$ cat config.mk
export PLATFORM = sky130hd
export DESIGN_NAME = cau_queue
export DESIGN_NICKNAME = d
export VERILOG_FILES = /design/src/sv/cau_pkg.sv /design/src/sv/cau_queue.sv
export SDC_FILE = /design/constraint.sdc
export NUM_CORES = 1
export LEC_CHECK = 0
export ABC_AREA = 0
export BUFFER_PORTS_ARGS = -buffer_cell sky130_fd_sc_hd__buf_2
export CAP_MARGIN = 20
export CORE_MARGIN = 2
export CORE_UTILIZATION = 40
export DETAILED_ROUTE_END_ITERATION = 7
export HOLD_SLACK_MARGIN = 0.05
export PLACE_DENSITY_LB_ADDON = 0.15
export SYNTH_ARGS = -nofsm -noshare
export SYNTH_HDL_FRONTEND = slang
export SYNTH_SLANG_ARGS = --single-unit
$ cat constraint.sdc
create_clock -name clock -period 3.4 [get_ports clock]
set_clock_uncertainty 0.2 [all_clocks]
set_input_delay 1.02 -clock clock [delete_from_list [all_inputs] [get_ports clock]]
set_output_delay 1.02 -clock clock [all_outputs]
set_load 0.03 [all_outputs]
$ cat src/sv/cau_pkg.sv
// Shared constants, codes, item types and the saturation helper for the
// complex arithmetic unit. No dependencies.
package cau_pkg;

   // Operand format
   localparam int DATA_WIDTH = 16;
   localparam int FRAC_BITS  = 8;

   // Derived datapath widths
   localparam int PROD_W = 2 * DATA_WIDTH;                // one product
   localparam int SUM_W  = PROD_W + 1;                    // sum of two products
   localparam int MAG_W  = SUM_W;                         // magnitude before narrowing
   localparam int QUO_W  = DATA_WIDTH + 1;                // quotient bits kept
   localparam int REM_W  = SUM_W + FRAC_BITS + QUO_W;     // divider partial remainder
   localparam int ROOT_W = DATA_WIDTH;                    // square root bits

   // Decoupling queue
   localparam int QUEUE_DEPTH = 4;
   localparam int PTR_W       = $clog2(QUEUE_DEPTH) + 1;

   // Operation codes on the request channel
   localparam logic [2:0] FUNC_ADD = 3'd0;
   localparam logic [2:0] FUNC_SUB = 3'd1;
   localparam logic [2:0] FUNC_MUL = 3'd2;
   localparam logic [2:0] FUNC_DIV = 3'd3;
   localparam logic [2:0] FUNC_MOD = 3'd4;

   // Internal operation class set by the front end
   localparam logic [2:0] K_ADD  = 3'd0;
   localparam logic [2:0] K_SUB  = 3'd1;
   localparam logic [2:0] K_MUL  = 3'd2;
   localparam logic [2:0] K_DIV  = 3'd3;
   localparam logic [2:0] K_MOD  = 3'd4;
   localparam logic [2:0] K_DZ   = 3'd5;  // divide with a zero divisor
   localparam logic [2:0] K_NONE = 3'd6;  // unused operation code

   // Status codes
   localparam logic [1:0] ST_OK  = 2'd0;
   localparam logic [1:0] ST_SAT = 2'd1;
   localparam logic [1:0] ST_DZ  = 2'd2;

   // Classified item held in the queue
   typedef struct packed {
      logic [2:0]                   kind;
      logic signed [DATA_WIDTH-1:0] a_re;
      logic signed [DATA_WIDTH-1:0] a_im;
      logic signed [DATA_WIDTH-1:0] b_re;
      logic signed [DATA_WIDTH-1:0] b_im;
   } cau_item_type;

   // Write side of the queue
   typedef struct packed {
      logic         vld;
      cau_item_type item;
   } cau_push_type;

   typedef struct packed {
      logic [DATA_WIDTH-1:0] val;
      logic                  sat;
   } cau_narrow_type;

   // Saturate a sign/magnitude value to DATA_WIDTH bits
   function automatic cau_narrow_type cau_narrow(input logic neg, input logic ovf,
                                                 input logic [MAG_W-1:0] mag);
      cau_narrow_type        r;
      logic [DATA_WIDTH-1:0] low;
      logic [MAG_W-1:0]      half;
      half  = MAG_W'(1) << (DATA_WIDTH - 1);
      low   = mag[DATA_WIDTH-1:0];
      r.sat = 1'b0;
      if (ovf) begin
         r.sat = 1'b1;
         r.val = neg ? DATA_WIDTH'(half) : DATA_WIDTH'(half - MAG_W'(1));
      end else if (!neg || mag == '0) begin
         if (mag > half - MAG_W'(1)) begin
            r.sat = 1'b1;
            r.val = DATA_WIDTH'(half - MAG_W'(1));
         end else begin
            r.val = low;
         end
      end else begin
         if (mag > half) begin
            r.sat = 1'b1;
            r.val = DATA_WIDTH'(half);
         end else begin
            r.val = (~low) + DATA_WIDTH'(1);
         end
      end
      return r;
   endfunction

endpackage

$ cat src/sv/cau_queue.sv
// Short queue between front end and back end.
// Depends on cau_pkg.
module cau_queue (
   input  logic                  clock,
   input  logic                  reset,
   input  cau_pkg::cau_push_type push,
   input  logic                  pop,
   output logic                  full,
   output logic                  head_vld,
   output cau_pkg::cau_item_type head
);
   import cau_pkg::*;

   cau_item_type     mem_ff [0:QUEUE_DEPTH-1];
   logic [PTR_W-1:0] wr_ptr_ff, wr_ptr_in;
   logic [PTR_W-1:0] rd_ptr_ff, rd_ptr_in;

   // Full when pointers differ only in the wrap bit
   assign full = (wr_ptr_ff[PTR_W-1] != rd_ptr_ff[PTR_W-1]) &&
                 (wr_ptr_ff[PTR_W-2:0] == rd_ptr_ff[PTR_W-2:0]);
   assign head_vld = (wr_ptr_ff != rd_ptr_ff);
   assign head     = mem_ff[rd_ptr_ff[PTR_W-2:0]];

   assign wr_ptr_in = push.vld ? wr_ptr_ff + PTR_W'(1) : wr_ptr_ff;
   assign rd_ptr_in = pop      ? rd_ptr_ff + PTR_W'(1) : rd_ptr_ff;

   // Pointers
   always_ff @(posedge clock) begin
      if (reset) begin
         wr_ptr_ff <= '0;
         rd_ptr_ff <= '0;
      end else begin
         wr_ptr_ff <= wr_ptr_in;
         rd_ptr_ff <= rd_ptr_in;
      end
   end

   // Storage
   always_ff @(posedge clock) begin
      if (push.vld) begin
         mem_ff[wr_ptr_ff[PTR_W-2:0]] <= push.item;
      end
   end

   a_no_overflow: assert property (@(posedge clock) disable iff (reset)
      push.vld |-> !full) else $error("queue written while full");
   a_no_underflow: assert property (@(posedge clock) disable iff (reset)
      pop |-> head_vld) else $error("queue read while empty");
   a_full_has_head: assert property (@(posedge clock) disable iff (reset)
      full |-> head_vld) else $error("queue full but no head item");
endmodule

==> flow_metrics.py, run 1 <==
metrics = {
    "logic_synthesis": {
        "syn-mean-instance-area_um2": 25.9,
        "synth_seq_cells": 276,
        "synth_area_leaders": "edfxtp_1 (80%), mux4_2 (15%), dfxtp_1 (1.6%), buf_12 (0.79%), ha_1 (0.62%)",
        "netlist.top_cell.by_area": "edfxtp_1",
        "synth_top_flop_cell": "edfxtp_1",
        "synth_most_common_cell": "edfxtp_1",
        "yosysSeqAreaShare_pct": 81.2,
        "ys_warn_count": 0,
        "syn-cell-area_mm2": 0.0101,
        "synth.top_cells.by_count": "edfxtp_1 (268), mux4_2 (67), dfxtp_1 (8)",
        "synth_edf_count": 268,
        "synth_cell_types": 20,
        "yosysTopAreaCellShare_pct": 79.7,
        "synth_nets": 466,
        "async_flop_share_pct": 0,
        "netlist_instances": 390,
    },
    "power": {
        "comb_power_share_pct": 11.6,
        "switching_share_pct": 23.4,
        "pwr-share-seq_pct": 50.0,
        "worst_ir_drop_vdd_uv": 441,
        "intPower_mw": 6.05,
        "power.density_mw_per_mm2": 646,
        "p_leak_nw": 4.12,
        "p_clk_share_pct": 38.4,
        "power_switching_mw": 1.85,
    },
    "cts": {
        "clock-sinks": 276,
        "cts_setup_buffers": 0,
        "clkSlewWorstSetupHoldPaths_ns": 0.06,
        "post_cts_resized": 0,
        "htree_levels": 1,
        "cts_tree": "done",
        "hold_buffers": 0,
        "clockBufferDepth": 3,
        "clock_latency_ns": 0.54,
        "cts_buffers": 30,
        "root_buffer": "clkbuf_16",
    },
    "timing": {
        "hold_viol_final": 0,
        "setup_tns_ns": 0,
        "tightest_slew_ns": 0.500,
        "slew_viol_final": 0,
        "rsz0062_at_grt": "false",
        "period_share_pct": 94.2,
        "finalCriticalPeriod_ns": 3.20,
        "relSlewSlack_pct": 66.7,
        "timing.fmax_ghz": 0.312,
        "setup_viol": 0,
    },
    "routing": {
        "first_pass_iters": 4,
        "route.detailed.drc": 0,
        "postRouteAntennaNets": 0,
        "vias_per_cell": 5.03,
        "num_vias": 4600,
        "wl_um": 18900,
        "wl_per_cell_um": 20.7,
        "drt_iter0_markers": 263,
    },
    "setup_path": {
        "path_max_fanout": 32,
        "r2r_cells": 3,
        "reg2reg_slack_ns": 1.36,
        "arrival_ns": 1.98,
        "worstPathRequired_ns": 2.18,
        "crit_type": "flop to primary output",
        "end_kind": "primary output",
        "startpoint_type": "flop",
    },
    "cells_and_area": {
        "fin_area_mm2": 0.0122,
        "drive_gt1_share_pct": 46.0,
        "multiInputGateArea_mm2": 0.00175,
        "n_fill_cell": 2099,
        "final_nets": 635,
        "syn2layout_area_growth_pct": 20.9,
        "register_area_mm2": 0.00822,
    },
    "run": {
        "cap_violations": 0,
    },
    "placed_design": {
        "port_buffers": 139,
        "place_congestion": 0.672,
        "placed_area_mm2": 0.0113,
        "hpwl_um": 11400,
    },
    "worst_hold_path": {
        "hold_path_class": "flop to flop",
        "whs_path_depth": 2,
    },
    "global_routing": {
        "grt_usage_pct": 14.4,
        "grt_max_degree": 36,
        "antenna_found_initial": 3,
        "gr-total-overflow": 0,
        "grt_pass1_wl_um": 28900,
        "grt_pass1_vias": 4980,
    },
    "floorplan": {
        "fp.coreArea_mm2": 0.0250,
        "fp.dieW_um": 163,
        "fp.dieArea_mm2": 0.0265,
        "io_pins": 140,
        "start_util_pct": 40.5,
        "num_rows": 58,
        "dieHeight_um": 163,
    },
    "run_status": {
        "status": "completed",
    },
}
==> critical path: stages (launching register included) <==
cell,delay (ns)
dfxtp_4,0.37
buf_12,0.28
mux4_2,0.57
buf_2,0.20
==> layout make-up <==
class	count	area share (%)
antenna	2	0.0410
clock buffer	37	6.53
clock inverter	18	1.15
inverter	2	0.0615
multi-input combinational	96	14.3
sequential	276	67.3
tap	330	3.38
timing repair buffer	153	7.27
==> routing by layer <==
layer	vias to the layer above	GRT usage [%]	part of all wire, %
met2	144	24.7	50
met1	2402	18.5	41
met3	33	3.90	6.9
met5	-	0	0.069
li1	2019	-	-
met4	2	3.50	2.2
==> cells in the final DEF (no fill, tap or decap), types with 4 or more instances in the layout <==
cell / n
buf_2: 139
dfxtp_1: 6
buf_12: 7
xnor2_1: 5
ha_1: 5
mux4_2: 67
buf_4: 7
nor2_1: 5
clkbuf_1: 6
and2_4: 4
clkinv_1: 9
clkinv_2: 6
clkbuf_16: 31
edfxtp_1: 268
==> state kept, by name (all words and copies together) (netlist names), named ones only <==
signal,flops
mem_ff,268
rd_ptr_ff,3
wr_ptr_ff,3
==> power groups by stage <==
stage	Sequential [mW]	Combinational (mW)	Clock (mW)
floorplan	4.00	0.646	0
global placement	4.01	0.933	0
detailed placement	4.02	0.941	0
CTS	3.95	0.943	3.12
global route	3.96	0.980	3.24
finish	3.95	0.917	3.03
==> kinds of logic after synthesis <==
kind of cell	after synthesis	share of synthesized area [%]
flip-flops	276	81.2
multiplexers	69	15.1
buffers and inverters	18	1.55
AND/OR/NAND/NOR	13	0.718
XOR/XNOR	5	0.433
adder cells (fa/ha/maj)	5	0.619
AO/OA/AOI/OAI	4	0.297
==> worst paths after layout <==
check | start | end
worst max register to register | wr_ptr_ff[0] | mem_ff[3][33]
worst min register to register | rd_ptr_ff[1] | flop
worst min-delay path | rd_ptr_ff[1] | flop
worst max-delay path | flop | head[26]
==> metrics by stage <==
step	utilization, %	total power, mW	setup slack (ns)	hold WS [ns]	cells
finish	48.9	7.90	0.196	0.373	914
global route	48.9	8.18	0.0999	0.410	913
CTS	48.9	8.01	0.123	0.384	912
detailed placement	45.2	4.96	0.707	0.375	857
global placement	45.2	4.94	0.712	0.347	857
floorplan	-	4.65	0.613	0.324	390
No activity file was read; power rests on OpenSTA's default activity.
==> inputs of run 2 (changes only) <==
--- a/config.mk
+++ b/config.mk
@@ -12,7 +12,7 @@
 export CORE_UTILIZATION = 40
 export DETAILED_ROUTE_END_ITERATION = 7
 export HOLD_SLACK_MARGIN = 0.05
-export PLACE_DENSITY_LB_ADDON = 0.15
+export PLACE_DENSITY = 0.71
 export SYNTH_ARGS = -nofsm -noshare
 export SYNTH_HDL_FRONTEND = slang
 export SYNTH_SLANG_ARGS = --single-unit
==> run 2 against run 1 <==
Non-clock buffer count up 2. Via count down 1.7%. First-iteration DRC count up 7.2%. Flip-flop and latch count unchanged. Hold slack worse by 0.019 ns. Register-to-register slack better by 0.09 ns. Final area up 0.23%. Global-route usage down 0.32 points. Utilization up 0.12 points. Cell count down 0.44%. Sequential power about the same.
==> flow_metrics.py, run 2 (synthesis results as in run 1) <==
metrics = {
    "cells_and_area": {
        "largest_register_ff_count": 268,
        "fin_area_mm2": 0.0122,
        "syn2layout_area_growth_pct": 21.2,
        "layout_common_cells": "edfxtp_1 (268), buf_2 (139), mux4_2 (67)",
        "drive_gt1_share_pct": 46.6,
        "final_util_pct": 49.0,
        "layout_commonest_cell": "edfxtp_1",
        "diodes": 0,
        "stdcell_count": 910,
        "final_nets": 635,
    },
    "cts": {
        "htree_levels": 1,
        "root_buffer": "clkbuf_16",
        "cts_buffers": 28,
        "clockBufferDepth": 3,
        "cts_tree": "done",
        "clkSlewWorstSetupHoldPaths_ns": 0.06,
        "hold_buffers": 0,
        "clock-sinks": 276,
        "clock_latency_ns": 0.53,
    },
    "timing": {
        "rsz0062_at_grt": "false",
        "slew_viol_final": 0,
        "tightest_slew_ns": 0.583,
        "hold_viol_final": 0,
        "setup_tns_ns": 0,
        "period_share_pct": 94.4,
        "layout_setup_ws_ns": 0.190,
        "timing.fmax_ghz": 0.312,
        "relSlewSlack_pct": 61.1,
        "setup_viol": 0,
        "finalCriticalPeriod_ns": 3.21,
    },
    "placed_design": {
        "dp.cells": 856,
        "placed_area_mm2": 0.0113,
        "pre_cts_slack_ns": 0.553,
        "hpwl_um": 11600,
        "place_congestion": 0.693,
        "port_buffers": 139,
    },
    "routing": {
        "route.detailed.drc": 0,
        "vias_per_cell": 4.97,
        "postRouteAntennaNets": 0,
        "num_vias": 4524,
        "wl_per_cell_um": 20.2,
        "wl_um": 18400,
        "first_pass_iters": 4,
        "drt_iter0_markers": 282,
    },
    "setup_path": {
        "slowest_delay_ns": 0.57,
        "arrival_ns": 1.99,
        "startpoint_type": "flop",
        "worstPathRequired_ns": 2.18,
        "crit_buf_inv": 2,
        "crit_type": "flop to primary output",
        "path_max_fanout": 28,
        "r2r_start": "wr_ptr_ff[0]",
        "crit_family": "multiplexers",
        "cp_cell_sequence": "buf_16 -> mux4_2 -> buf_2",
        "end_kind": "primary output",
        "cpMaxStageDelayCell": "mux4_2",
    },
    "global_routing": {
        "grt_pass1_wl_um": 28400,
        "grt_max_degree": 39,
        "grt_usage_pct": 14.1,
        "gr-total-overflow": 0,
        "grt_pass1_vias": 5031,
        "antenna_found_initial": 1,
    },
    "run": {
        "cap_violations": 0,
    },
    "floorplan": {
        "fp.dieW_um": 163,
        "dieHeight_um": 163,
        "num_rows": 58,
        "fp.dieArea_mm2": 0.0265,
        "io_pins": 140,
        "fp.coreArea_mm2": 0.0250,
        "start_util_pct": 40.5,
    },
    "run_status": {
        "status": "completed",
    },
    "worst_hold_path": {
        "min_from": "rd_ptr_ff[1]",
        "hold_path_class": "flop to flop",
    },
    "power": {
        "p_leak_nw": 4.13,
        "power.density_mw_per_mm2": 649,
        "worst_ir_drop_vdd_uv": 401,
    },
}
==> run 2: what timing repair did <==
item | in CTS | in global routing
resized for setup | 2 | 0
setup endpoints to repair | 8 | 0
buffers inserted | 3 | 0
==> run 2: worst min-delay path, cell delays in order, from the launching register on <==
cell	delay [ns]
dfxtp_1	0.33
mux2i_1	0.13
nor2_1	0.06
==> run 2: cell type report <==
cell class,instances,area [um^2]
Fill cell,2030,12700
Timing Repair Buffer,155,918
Sequential cell,276,8220
Inverter,2,7.51
Clock inverter,12,159
Tap cell,330,413
Multi-Input combinational cell,96,1750
Clock buffer,39,783
==> run 2: final timing paths <==
check / to / slack [ns] / depth (start not counted)
worst min-delay path: flop / 0.35 / 2
worst max-delay path: head[45] / 0.19 / 3
worst min register to register: flop / 0.35 / 2
worst max register to register: mem_ff[2][12] / 1.45 / 4
==> run 2: metal layers <==
layer	share of wire (%)	track usage, %	wire [um]	up-vias
li1	-	-	-	2009
met2	52	25.6	9600	126
met4	1.7	3.34	316	2
met5	0.071	0	13	-
met3	5.9	3.08	1080	30
met1	40	17.3	7340	2357
==> run 2: report_power, final <==
part / switching (mW) / leakage, nW / internal (mW) / total (mW)
Combinational: 0.565 / 1.14 / 0.349 / 0.914
Sequential: 0.0527 / 2.53 / 3.90 / 3.95
Clock: 1.18 / 0.458 / 1.90 / 3.08
Total: 1.79 / 4.13 / 6.15 / 7.94
==> run 2: through the flow <==
step / hold slack, ns / power (mW)
final: 0.354 / 7.94
after global routing: 0.398 / 8.24
after CTS: 0.357 / 8.06
after detailed placement: 0.351 / 4.95
after global placement: 0.346 / 4.93
after floorplan: 0.324 / 4.65
