File: src/sv/cau_pkg.sv
// Shared constants, codes, item types and the saturation helper for the
// complex arithmetic unit. No dependencies.
package cau_pkg;

   // Operand format
   localparam int DATA_WIDTH = 16;
   localparam int FRAC_BITS  = 8;

   // Derived datapath widths
   localparam int PROD_W = 2 * DATA_WIDTH;                // one product
   localparam int SUM_W  = PROD_W + 1;                    // sum of two products
   localparam int MAG_W  = SUM_W;                         // magnitude before narrowing
   localparam int QUO_W  = DATA_WIDTH + 1;                // quotient bits kept
   localparam int REM_W  = SUM_W + FRAC_BITS + QUO_W;     // divider partial remainder
   localparam int ROOT_W = DATA_WIDTH;                    // square root bits

   // Decoupling queue
   localparam int QUEUE_DEPTH = 4;
   localparam int PTR_W       = $clog2(QUEUE_DEPTH) + 1;

   // Operation codes on the request channel
   localparam logic [2:0] FUNC_ADD = 3'd0;
   localparam logic [2:0] FUNC_SUB = 3'd1;
   localparam logic [2:0] FUNC_MUL = 3'd2;
   localparam logic [2:0] FUNC_DIV = 3'd3;
   localparam logic [2:0] FUNC_MOD = 3'd4;

   // Internal operation class set by the front end
   localparam logic [2:0] K_ADD  = 3'd0;
   localparam logic [2:0] K_SUB  = 3'd1;
   localparam logic [2:0] K_MUL  = 3'd2;
   localparam logic [2:0] K_DIV  = 3'd3;
   localparam logic [2:0] K_MOD  = 3'd4;
   localparam logic [2:0] K_DZ   = 3'd5;  // divide with a zero divisor
   localparam logic [2:0] K_NONE = 3'd6;  // unused operation code

   // Status codes
   localparam logic [1:0] ST_OK  = 2'd0;
   localparam logic [1:0] ST_SAT = 2'd1;
   localparam logic [1:0] ST_DZ  = 2'd2;

   // Classified item held in the queue
   typedef struct packed {
      logic [2:0]                   kind;
      logic signed [DATA_WIDTH-1:0] a_re;
      logic signed [DATA_WIDTH-1:0] a_im;
      logic signed [DATA_WIDTH-1:0] b_re;
      logic signed [DATA_WIDTH-1:0] b_im;
   } cau_item_type;

   // Write side of the queue
   typedef struct packed {
      logic         vld;
      cau_item_type item;
   } cau_push_type;

   typedef struct packed {
      logic [DATA_WIDTH-1:0] val;
      logic                  sat;
   } cau_narrow_type;

   // Saturate a sign/magnitude value to DATA_WIDTH bits
   function automatic cau_narrow_type cau_narrow(input logic neg, input logic ovf,
                                                 input logic [MAG_W-1:0] mag);
      cau_narrow_type        r;
      logic [DATA_WIDTH-1:0] low;
      logic [MAG_W-1:0]      half;
      half  = MAG_W'(1) << (DATA_WIDTH - 1);
      low   = mag[DATA_WIDTH-1:0];
      r.sat = 1'b0;
      if (ovf) begin
         r.sat = 1'b1;
         r.val = neg ? DATA_WIDTH'(half) : DATA_WIDTH'(half - MAG_W'(1));
      end else if (!neg || mag == '0) begin
         if (mag > half - MAG_W'(1)) begin
            r.sat = 1'b1;
            r.val = DATA_WIDTH'(half - MAG_W'(1));
         end else begin
            r.val = low;
         end
      end else begin
         if (mag > half) begin
            r.sat = 1'b1;
            r.val = DATA_WIDTH'(half);
         end else begin
            r.val = (~low) + DATA_WIDTH'(1);
         end
      end
      return r;
   endfunction

endpackage

File: src/sv/cau_req_if.sv
// Request channel of the complex arithmetic unit: valid/ready and operands.
// Depends on cau_pkg.
interface cau_req_if;
   import cau_pkg::*;

   logic                   valid;
   logic                   ready;
   logic [2:0]             func;
   logic signed [DATA_WIDTH-1:0] a_re;
   logic signed [DATA_WIDTH-1:0] a_im;
   logic signed [DATA_WIDTH-1:0] b_re;
   logic signed [DATA_WIDTH-1:0] b_im;

   modport source (output valid, func, a_re, a_im, b_re, b_im, input ready);
   modport sink   (input valid, func, a_re, a_im, b_re, b_im, output ready);
endinterface

File: src/sv/cau_front.sv
// Front end: accepts request items and classifies the operation.
// Depends on cau_pkg and cau_req_if.
module cau_front (
   cau_req_if.sink             req_chan,
   input  logic                q_full,
   output cau_pkg::cau_push_type push
);
   import cau_pkg::*;

   logic div_zero;

   // Take an item whenever the queue has room
   assign req_chan.ready = !q_full;
   assign div_zero = (req_chan.b_re == '0) && (req_chan.b_im == '0);

   // Classify the item
   always_comb begin
      push.vld       = req_chan.valid && !q_full;
      push.item.a_re = req_chan.a_re;
      push.item.a_im = req_chan.a_im;
      push.item.b_re = req_chan.b_re;
      push.item.b_im = req_chan.b_im;
      case (req_chan.func)
         FUNC_ADD: push.item.kind = K_ADD;
         FUNC_SUB: push.item.kind = K_SUB;
         FUNC_MUL: push.item.kind = K_MUL;
         FUNC_DIV: push.item.kind = div_zero ? K_DZ : K_DIV;
         FUNC_MOD: push.item.kind = K_MOD;
         default:  push.item.kind = K_NONE;
      endcase
   end
endmodule

File: src/flat_wrapper.sv
// flat-port wrapper written by rule: the top's interface ports become plain ports
module cau_front_flat import cau_pkg::*;
  (q_full, push, req_chan_valid, req_chan_func, req_chan_a_re, req_chan_a_im, req_chan_b_re, req_chan_b_im, req_chan_ready);
  cau_req_if req_chan_i ();
  input  logic q_full;
  output cau_pkg::cau_push_type push;
  input wire logic [$bits(req_chan_i.valid)-1:0] req_chan_valid;
  input wire logic [$bits(req_chan_i.func)-1:0] req_chan_func;
  input wire logic [$bits(req_chan_i.a_re)-1:0] req_chan_a_re;
  input wire logic [$bits(req_chan_i.a_im)-1:0] req_chan_a_im;
  input wire logic [$bits(req_chan_i.b_re)-1:0] req_chan_b_re;
  input wire logic [$bits(req_chan_i.b_im)-1:0] req_chan_b_im;
  output wire logic [$bits(req_chan_i.ready)-1:0] req_chan_ready;
  assign req_chan_i.valid = req_chan_valid;
  assign req_chan_i.func = req_chan_func;
  assign req_chan_i.a_re = req_chan_a_re;
  assign req_chan_i.a_im = req_chan_a_im;
  assign req_chan_i.b_re = req_chan_b_re;
  assign req_chan_i.b_im = req_chan_b_im;
  assign req_chan_ready = req_chan_i.ready;
  cau_front u_core (.req_chan(req_chan_i), .q_full(q_full), .push(push));
endmodule
File: config.mk
export PLATFORM = sky130hd
export DESIGN_NAME = cau_front_flat
export DESIGN_NICKNAME = d
export VERILOG_FILES = /design/src/sv/cau_pkg.sv /design/src/sv/cau_req_if.sv /design/src/sv/cau_front.sv /design/src/flat_wrapper.sv
export SDC_FILE = /design/constraint.sdc
export NUM_CORES = 1
export LEC_CHECK = 0
export BUFFER_PORTS_ARGS = -buffer_cell sky130_fd_sc_hd__buf_2
export CAP_MARGIN = 15
export CORE_AREA = 5 5 60 62
export DETAILED_ROUTE_END_ITERATION = 8
export DIE_AREA = 0 0 65 67
export PLACE_DENSITY = 0.76
export SLEW_MARGIN = 20
export SYNTH_ARGS = -nofsm -noshare
export SYNTH_HDL_FRONTEND = slang
export SYNTH_SLANG_ARGS = --single-unit
File: constraint.sdc
create_clock -name vclk -period 1.2
set_input_delay 0.24 -clock vclk [all_inputs]
set_output_delay 0.24 -clock vclk [all_outputs]
set_load 0.05 [all_outputs]
==> reports/results.txt, run 1 <==
status: complete, but fails checks
failing checks: setup timing
Setup crit end kind: output port
max_slew headroom: 72.5%
sequential area share after synthesis: 0%
antenna-violating nets left: 0
Syn Nets: 160
CP startpoint kind: input port
All-Layer GR Usage: 8.11%
CP top delay family: simple AND/OR/NAND/NOR gates
Max Clock Freq: 593 MHz
Final Max Slew Viols: 0
core area: 0.00298 mm^2
Setup Fix Bufs, Post-CTS: 0
Min-Delay Path Class: in2out
# rows: 20
DRT Pass-1 Iters: 3
Mapped Area: 687 um^2
Final period util: 141%
die span in y: 67 um
total number of vias: 648
vias in the first global route: 604
Routed WL per cell: 13.4 um
Power Density: 594 mW/mm^2
seq_cells: 0
Worst Hold Endpoint: push[32]
first-pass GRT wire length: 2820 um
Crit path buffers/inverters: 2
CP Cell Sequence: buf_6 > or4_4 > a2111oi_4 > a31oi_4 > buf_6
leakage power: 0.431 nW
Hold Path Depth: 0
Critical Path AT: 1450 ps
GR Overflow Total: 0
crit-path max cell delay: 560 ps
via/cell ratio: 4.32
slew of the pin with the lowest slew margin: 409 ps
Netlist cell types: 14
hold buffers post-CTS: 0
max-cap violation count: 0
share of layout cells above drive strength 1: 81.2%
syn avg cell area: 7.55 um^2
antenna cell count: 0
Sequential cell area: 0 um^2
worst endpoint required time: 960 ps
Chip Width: 65 um
Hold Fails Final Rpt: 0
worst setup path class: in2out
drt drc: 0
synth warn: 0
PnR worst setup slack: -488 ps
Ports: 138
most used cell, CP: buf_6
largest fanout on the critical path: 2
# setup viols final: 2
Syn-to-layout area delta: 14.6%
setup total negative slack: -912 ps
clock buffer count: 0
hold_sp: req_chan_a_im[0]
Die Area: 0.00436 mm^2
Peak VDD IR: 0.0992 mV
largest net degree at the start of global routing: 4
PortBufs: 74
GPL Wtd Cong: 0.603
drt total wl: 2010 um
unrepaired setup endpoints after global routing: true
Initial Utilization: 23.1%
Setup WS pre-CTS: -552 ps
Post-Syn Instances: 91
DRT iter0 DRCs: 9
nets: 188
dpl hpwl: 1870 um
CP max-delay cell: or4_4
initial antenna violation count: 0
Tmin final: 1690 ps
## metal layers
| metal | track usage [%] | share of wire [%] | vias to the layer above |
|---|---|---|---|
| li1 | - | - | 305 |
| met1 | 8.33 | 34 | 278 |
| met2 | 14.7 | 47 | 53 |
| met3 | 2.87 | 14 | 12 |
| met4 | 3.69 | 4.2 | 0 |
| met5 | 0 | 0 | - |
## cells in the mapped netlist
cell | instances | area share [%]
a2111oi_4 | 1 | 4.0
a31oi_1 | 1 | 0.91
a21oi_1 | 1 | 0.73
and3_1 | 2 | 1.8
a41o_1 | 1 | 1.5
or4_4 | 1 | 1.6
buf_4 | 64 | 70
nor2b_1 | 2 | 1.8
inv_1 | 1 | 0.55
nor4b_1 | 2 | 2.6
nor4_1 | 10 | 9.1
nor3_1 | 2 | 1.5
nor3_2 | 1 | 1.5
and4_1 | 2 | 2.6
## cells in the final DEF, fill, tap and decap left out, drive strengths merged
cell | Yosys | routed
or4 | 1 | 1
nor2b | 2 | 2
a31oi | 1 | 1
a41o | 1 | 1
nor3 | 3 | 3
and3 | 2 | 2
a2111oi | 1 | 1
nor4b | 2 | 2
and4 | 2 | 2
inv | 1 | 1
a21oi | 1 | 1
buf | 64 | 90
nor4 | 10 | 10
## report_power, final
group          total (mW)  leakage (nW)  switching (mW)  internal (mW)
sequential              0             0               0              0
combinational       0.468         0.431           0.325          0.143
clock                   0             0               0              0
total               0.468         0.431           0.325          0.143
## layout make-up
type,count,area [um^2]
timing repair buffer,90,513
fill,330,2190
multi-input combinational,26,229
inverter,1,3.75
tap,33,41.3
## worst max-delay path by stage
stage	startpoint	to	slack, ps	depth (start not counted)
finish	req_chan_b_re[7]	push[65]	-490	5
global route	req_chan_b_re[7]	push[65]	-530	5
CTS	req_chan_b_re[7]	push[66]	-500	5
detailed placement	req_chan_b_re[7]	push[65]	-550	5
global placement	req_chan_b_re[7]	push[65]	-540	5
floorplan	req_chan_b_re[7]	push[65]	-300	3
## per-stage QoR
step	utilization, %	total power [mW]	cell area, um^2	hold WS (ps)	cells
floorplan	-	0.633	713	642	91
global placement	25.7	0.459	764	480	150
detailed placement	25.7	0.461	764	480	150
CTS	26.4	0.472	787	480	150
global route	26.4	0.492	787	480	150
finish	26.4	0.468	787	480	150
## cell families after synthesis
| logic type | synth area share (%) |
|---|---|
| simple gates | 22.4 |
| compound gates | 7.10 |
| buf+inv | 70.5 |
## repair_timing
| action | 4_1_cts | 5_1_grt |
|---|---|---|
| gates resized for setup | 6 | 0 |
| gates cloned | 0 | 0 |
| setup endpoints to repair | 2 | 2 |
| pin swaps | 2 | 2 |
| hold endpoints to repair | 0 | 0 |
Power figures use the tool's default switching activity.
==> run 2, diff against run 1 <==
--- a/config.mk
+++ b/config.mk
@@ -5,12 +5,13 @@
 export SDC_FILE = /design/constraint.sdc
 export NUM_CORES = 1
 export LEC_CHECK = 0
+export ABC_AREA = 1
 export BUFFER_PORTS_ARGS = -buffer_cell sky130_fd_sc_hd__buf_2
 export CAP_MARGIN = 15
 export CORE_AREA = 5 5 60 62
 export DETAILED_ROUTE_END_ITERATION = 8
 export DIE_AREA = 0 0 65 67
-export PLACE_DENSITY = 0.76
+export PLACE_DENSITY = 0.75
 export SLEW_MARGIN = 20
 export SYNTH_ARGS = -nofsm -noshare
 export SYNTH_HDL_FRONTEND = slang
==> reports/results.txt, run 2 <==
crit path from: req_chan_b_re[7]
DRT iter0 DRCs: 6
Netlist cell types: 7
worst setup path class: in2out
hold buffers post-CTS: 0
die span in y: 67 um
dpl cells: 151
GR Overflow Total: 0
sequential area share after synthesis: 0%
Hold Fails Final Rpt: 0
CP max-delay cell: o21bai_1
setup total negative slack: -199 ps
share of layout cells above drive strength 1: 80.5%
leakage power: 0.432 nW
Finished Layout Cells: 151
Setup Fix Bufs, Post-CTS: 0
core area: 0.00298 mm^2
status: complete, but fails checks
Mapped Area: 648 um^2
All-Layer GR Usage: 6.28%
unrepaired setup endpoints after global routing: true
Min Hold Slack: 480 ps
highest-count cells in the layout ignoring fill and taps: buf_2, buf_6, nor2_2
syn avg cell area: 6.06 um^2
crit-path max cell delay: 150 ps
largest fanout on the critical path: 2
PnR worst setup slack: -110 ps
Setup crit end kind: output port
PortBufs: 74
Post-Syn Instances: 107
total number of vias: 592
antenna-violating nets left: 0
drt drc: 0
slew of the pin with the lowest slew margin: 261 ps
CP Cell Sequence: buf_6 > nor2_4 > nand2_2 > nor2_4 > nand3_2 > o21bai_1 > nand2_2 > buf_8
Chip Width: 65 um
filler instances: 325
Tmin final: 1310 ps
Max Clock Freq: 763 MHz
# rows: 20
CP startpoint kind: input port
first-pass GRT wire length: 2210 um
Syn Nets: 176
number of stages on the worst setup path: 8
Final Max Slew Viols: 0
Final period util: 109%
failing checks: setup timing
Yosys top cell by area: buf_4
top cells by count, synth: buf_4, nor2_1, nand2_1
initial antenna violation count: 0
Routed WL per cell: 11.7 um
Initial Utilization: 21.8%
Die Area: 0.00436 mm^2
vias in the first global route: 524
Crit path buffers/inverters: 2
max_slew headroom: 82.7%
drt total wl: 1760 um
commonest non-fill, non-tap cell in the layout: buf_2
clock buffer count: 0
Critical Path AT: 1070 ps
total power: 471 uW
dpl hpwl: 1480 um
# setup viols final: 2
Power Density: 593 mW/mm^2
Min-Delay Path Class: in2out
Worst Setup EP: push[65]
Syn-to-layout area delta: 22.6%
synth warn: 0
worst endpoint required time: 960 ps
Synth top area share: 74.1%
DRT Pass-1 Iters: 2
Peak VDD IR: 0.113 mV
via/cell ratio: 3.92
max-cap violation count: 0
synth top area cells: buf_4, nor2_1, nand2_1, inv_1, o21bai_1
seq_cells: 0
GPL Wtd Cong: 0.543
largest net degree at the start of global routing: 4
CP top delay family: simple AND/OR/NAND/NOR gates
Sequential cell area: 0 um^2
antenna cell count: 0
Ports: 138
nets: 189
Hold Path Depth: 0
top-count cell post-synth: buf_4
==> run 2: changes by cell type after synthesis, sizes merged, moves of 2 or more <==
cell	before	now
nor4b	2	0
nor2	0	21
nor3	3	1
inv	1	6
and4	2	0
nor2b	2	0
and3	2	0
nor4	10	0
nand2	0	13
==> run 2: repair_timing <==
item                                   CTS  global route
pin swaps                               17            14
setup endpoints to repair                2             2
gates resized for setup                 21            27
endpoints found under the hold margin    0             0
==> run 2: final cells by class <==
type                       instances  area [um^2]  area share [%]
timing repair buffer              75          508            63.9
inverter                           6         22.5            2.83
tap                               33         41.3            5.20
multi-input combinational         37          223            28.0
==> run 2: how the worst min path moves through the flow <==
| stage | startpoint | to | slack [ps] |
|---|---|---|---|
| 4_1_cts | req_chan_a_im[12] | push[44] | 480 |
| 2_1_floorplan | req_chan_b_im[0] | push[0] | 650 |
| 3_5_place_dp | req_chan_a_im[12] | push[44] | 480 |
| 3_3_place_gp | req_chan_a_im[12] | push[44] | 480 |
| 6_report | req_chan_a_re[9] | push[57] | 480 |
| 5_1_grt | req_chan_a_re[15] | push[63] | 480 |
==> run 2: layer usage <==
metal	GRT usage, %	vias up	share of wire (%)
li1	-	279	-
met5	0	-	0
met4	5.01	0	5.6
met2	12.4	55	53
met1	5.06	240	25
met3	1.85	18	16
==> run 2: cell families after synthesis <==
kind of cell           count (synthesis)  share of synthesized area (%)
AOI/OAI and AO/OA                      1                           1.16
buffers and inverters                 70                           77.6
and+or+nand+nor                       36                           21.2
==> run 2: report_power, final <==
group | total [mW] | internal, mW | switching [mW]
clock network | 0 | 0 | 0
registers | 0 | 0 | 0
logic | 0.471 | 0.152 | 0.319
total | 0.471 | 0.152 | 0.319
==> run 2: stage by stage <==
stage | setup WS (ps) | area [um^2] | util [%]
2_1_floorplan | 53.7 | 653 | -
5_1_grt | -194 | 795 | 26.7
4_1_cts | -163 | 684 | 23.0
3_3_place_gp | -248 | 592 | 19.9
3_5_place_dp | -257 | 592 | 19.9
6_report | -110 | 795 | 26.7
==> run 3, diff against run 2 <==
--- a/config.mk
+++ b/config.mk
@@ -5,13 +5,12 @@
 export SDC_FILE = /design/constraint.sdc
 export NUM_CORES = 1
 export LEC_CHECK = 0
-export ABC_AREA = 1
 export BUFFER_PORTS_ARGS = -buffer_cell sky130_fd_sc_hd__buf_2
 export CAP_MARGIN = 15
 export CORE_AREA = 5 5 60 62
 export DETAILED_ROUTE_END_ITERATION = 8
 export DIE_AREA = 0 0 65 67
-export PLACE_DENSITY = 0.75
+export PLACE_DENSITY = 0.76
 export SLEW_MARGIN = 20
 export SYNTH_ARGS = -nofsm -noshare
 export SYNTH_HDL_FRONTEND = slang
==> constraint.sdc (replaced) <==
create_clock -name vclk -period 1.2
set_input_delay 0.24 -clock vclk [all_inputs]
set_output_delay 0.24 -clock vclk [all_outputs]
set_load 0.005 [all_outputs]
==> reports/results.txt, run 3 (same netlist as run 1, synthesis figures left out) <==
Switching Fraction: 44.3%
Sequential cell area: 0 um^2
unrepaired setup endpoints after global routing: true
max_slew headroom: 79.1%
largest net degree at the start of global routing: 4
Initial Utilization: 23.1%
Critical Path AT: 1340 ps
Tmin final: 1580 ps
failing checks: setup timing
nets: 182
Chip Width: 65 um
Min Hold Slack: 480 ps
All-Layer GR Usage: 8.47%
dpl hpwl: 1980 um
initial antenna violation count: 0
slew of the pin with the lowest slew margin: 311 ps
filler instances: 340
PnR worst setup slack: -380 ps
Setup Fix Bufs, Post-CTS: 0
PortBufs: 74
GPL Wtd Cong: 0.604
commonest non-fill, non-tap cell in the layout: buf_2
Design Area, Final: 706 um^2
Setup crit end kind: output port
setup total negative slack: -688 ps
Pint: 120 uW
via/cell ratio: 4.36
max-cap violation count: 0
largest fanout on the critical path: 2
drt total wl: 2100 um
Worst Hold Endpoint: push[33]
Die Area: 0.00436 mm^2
Comb power frac: 100.0%
DP Area: 693 um^2
crit-path max cell delay: 550 ps
hold_sp: req_chan_a_im[1]
Hold Path Depth: 0
share of layout cells above drive strength 1: 79.3%
Max Clock Freq: 633 MHz
Hold Fails Final Rpt: 0
# setup viols final: 2
leakage power: 0.396 nW
highest-count cells in the layout ignoring fill and taps: buf_2, buf_4, nor4_1
seq_cells: 0
Syn-to-layout area delta: 2.73%
first-pass GRT wire length: 2930 um
antenna cell count: 0
drt drc: 0
worst setup path class: in2out
die span in y: 67 um
Final Max Slew Viols: 0
# rows: 20
antenna-violating nets left: 0
vias in the first global route: 623
Final period util: 132%
DRT iter0 DRCs: 3
clock buffer count: 0
Power Density: 305 mW/mm^2
GR Overflow Total: 0
total number of vias: 628
CP top delay family: simple AND/OR/NAND/NOR gates
Routed WL per cell: 14.6 um
Crit path buffers/inverters: 2
NetSw: 95.2 uW
Setup WS pre-CTS: -405 ps
hold buffers post-CTS: 0
status: complete, but fails checks
power share of the clock group: 0%
worst endpoint required time: 960 ps
DRT Pass-1 Iters: 2
Ports: 138
CP max-delay cell: or4_4
CP Cell Sequence: buf_6 > or4_4 > a2111oi_4 > a31oi_1 > buf_2
CP startpoint kind: input port
Peak VDD IR: 0.0695 mV
Min-Delay Path Class: in2out
Sequential Power Share: 0%
core area: 0.00298 mm^2
## run 3: cell types whose count changed in the layout (fill, tap and decap cells not counted), moves of 7 or more
cell / before / now
buf_2: 55 / 73
buf_6: 16 / 1
nor4_1: 0 / 9
buf_4: 1 / 10
nor2_1: 7 / 0
nor2_2: 9 / 0
nand2_1: 8 / 0
## run 3: through the flow
stage                     util [%]  instances  power [mW]
final                         23.7        144       0.215
after global routing          23.7        144       0.240
after CTS                     23.7        144       0.222
after detailed placement      23.3        144       0.217
after global placement        23.3        144       0.215
after floorplan                  -         91       0.194
## run 3: worst max path at each step
| stage | to | cells after the start | startpoint |
|---|---|---|---|
| 2_1_floorplan | push[65] | 3 | req_chan_b_re[7] |
| 3_3_place_gp | push[65] | 5 | req_chan_b_re[7] |
| 3_5_place_dp | push[65] | 5 | req_chan_b_re[7] |
| 4_1_cts | push[65] | 5 | req_chan_b_re[7] |
| 5_1_grt | push[65] | 5 | req_chan_b_re[7] |
| 6_report | push[65] | 5 | req_chan_b_re[7] |
## run 3: power groups by stage
stage	Sequential, mW	Combinational (mW)	Clock (mW)
2_1_floorplan	0	0.194	0
3_3_place_gp	0	0.215	0
3_5_place_dp	0	0.217	0
4_1_cts	0	0.222	0
5_1_grt	0	0.240	0
6_report	0	0.215	0
## run 3: layout make-up
class / instances / area (um^2) / share of cell area (%)
timing repair buffer: 84 / 452 / 64.0
tap: 33 / 41.3 / 5.85
multi-input combinational: 26 / 209 / 29.6
inverter: 1 / 3.75 / 0.532
## run 3: timing repair
action,CTS,global route
endpoints found under the hold margin,0,0
pin swaps,2,2
resized for setup,2,0
endpoints found under the setup margin,2,2
cloned,0,0
## run 3: routing by layer
metal  global-route usage [%]  wire length [um]
met1                     8.73               731
met2                     15.8               989
met5                        0                 0
met3                     2.53               318
met4                     3.43                63
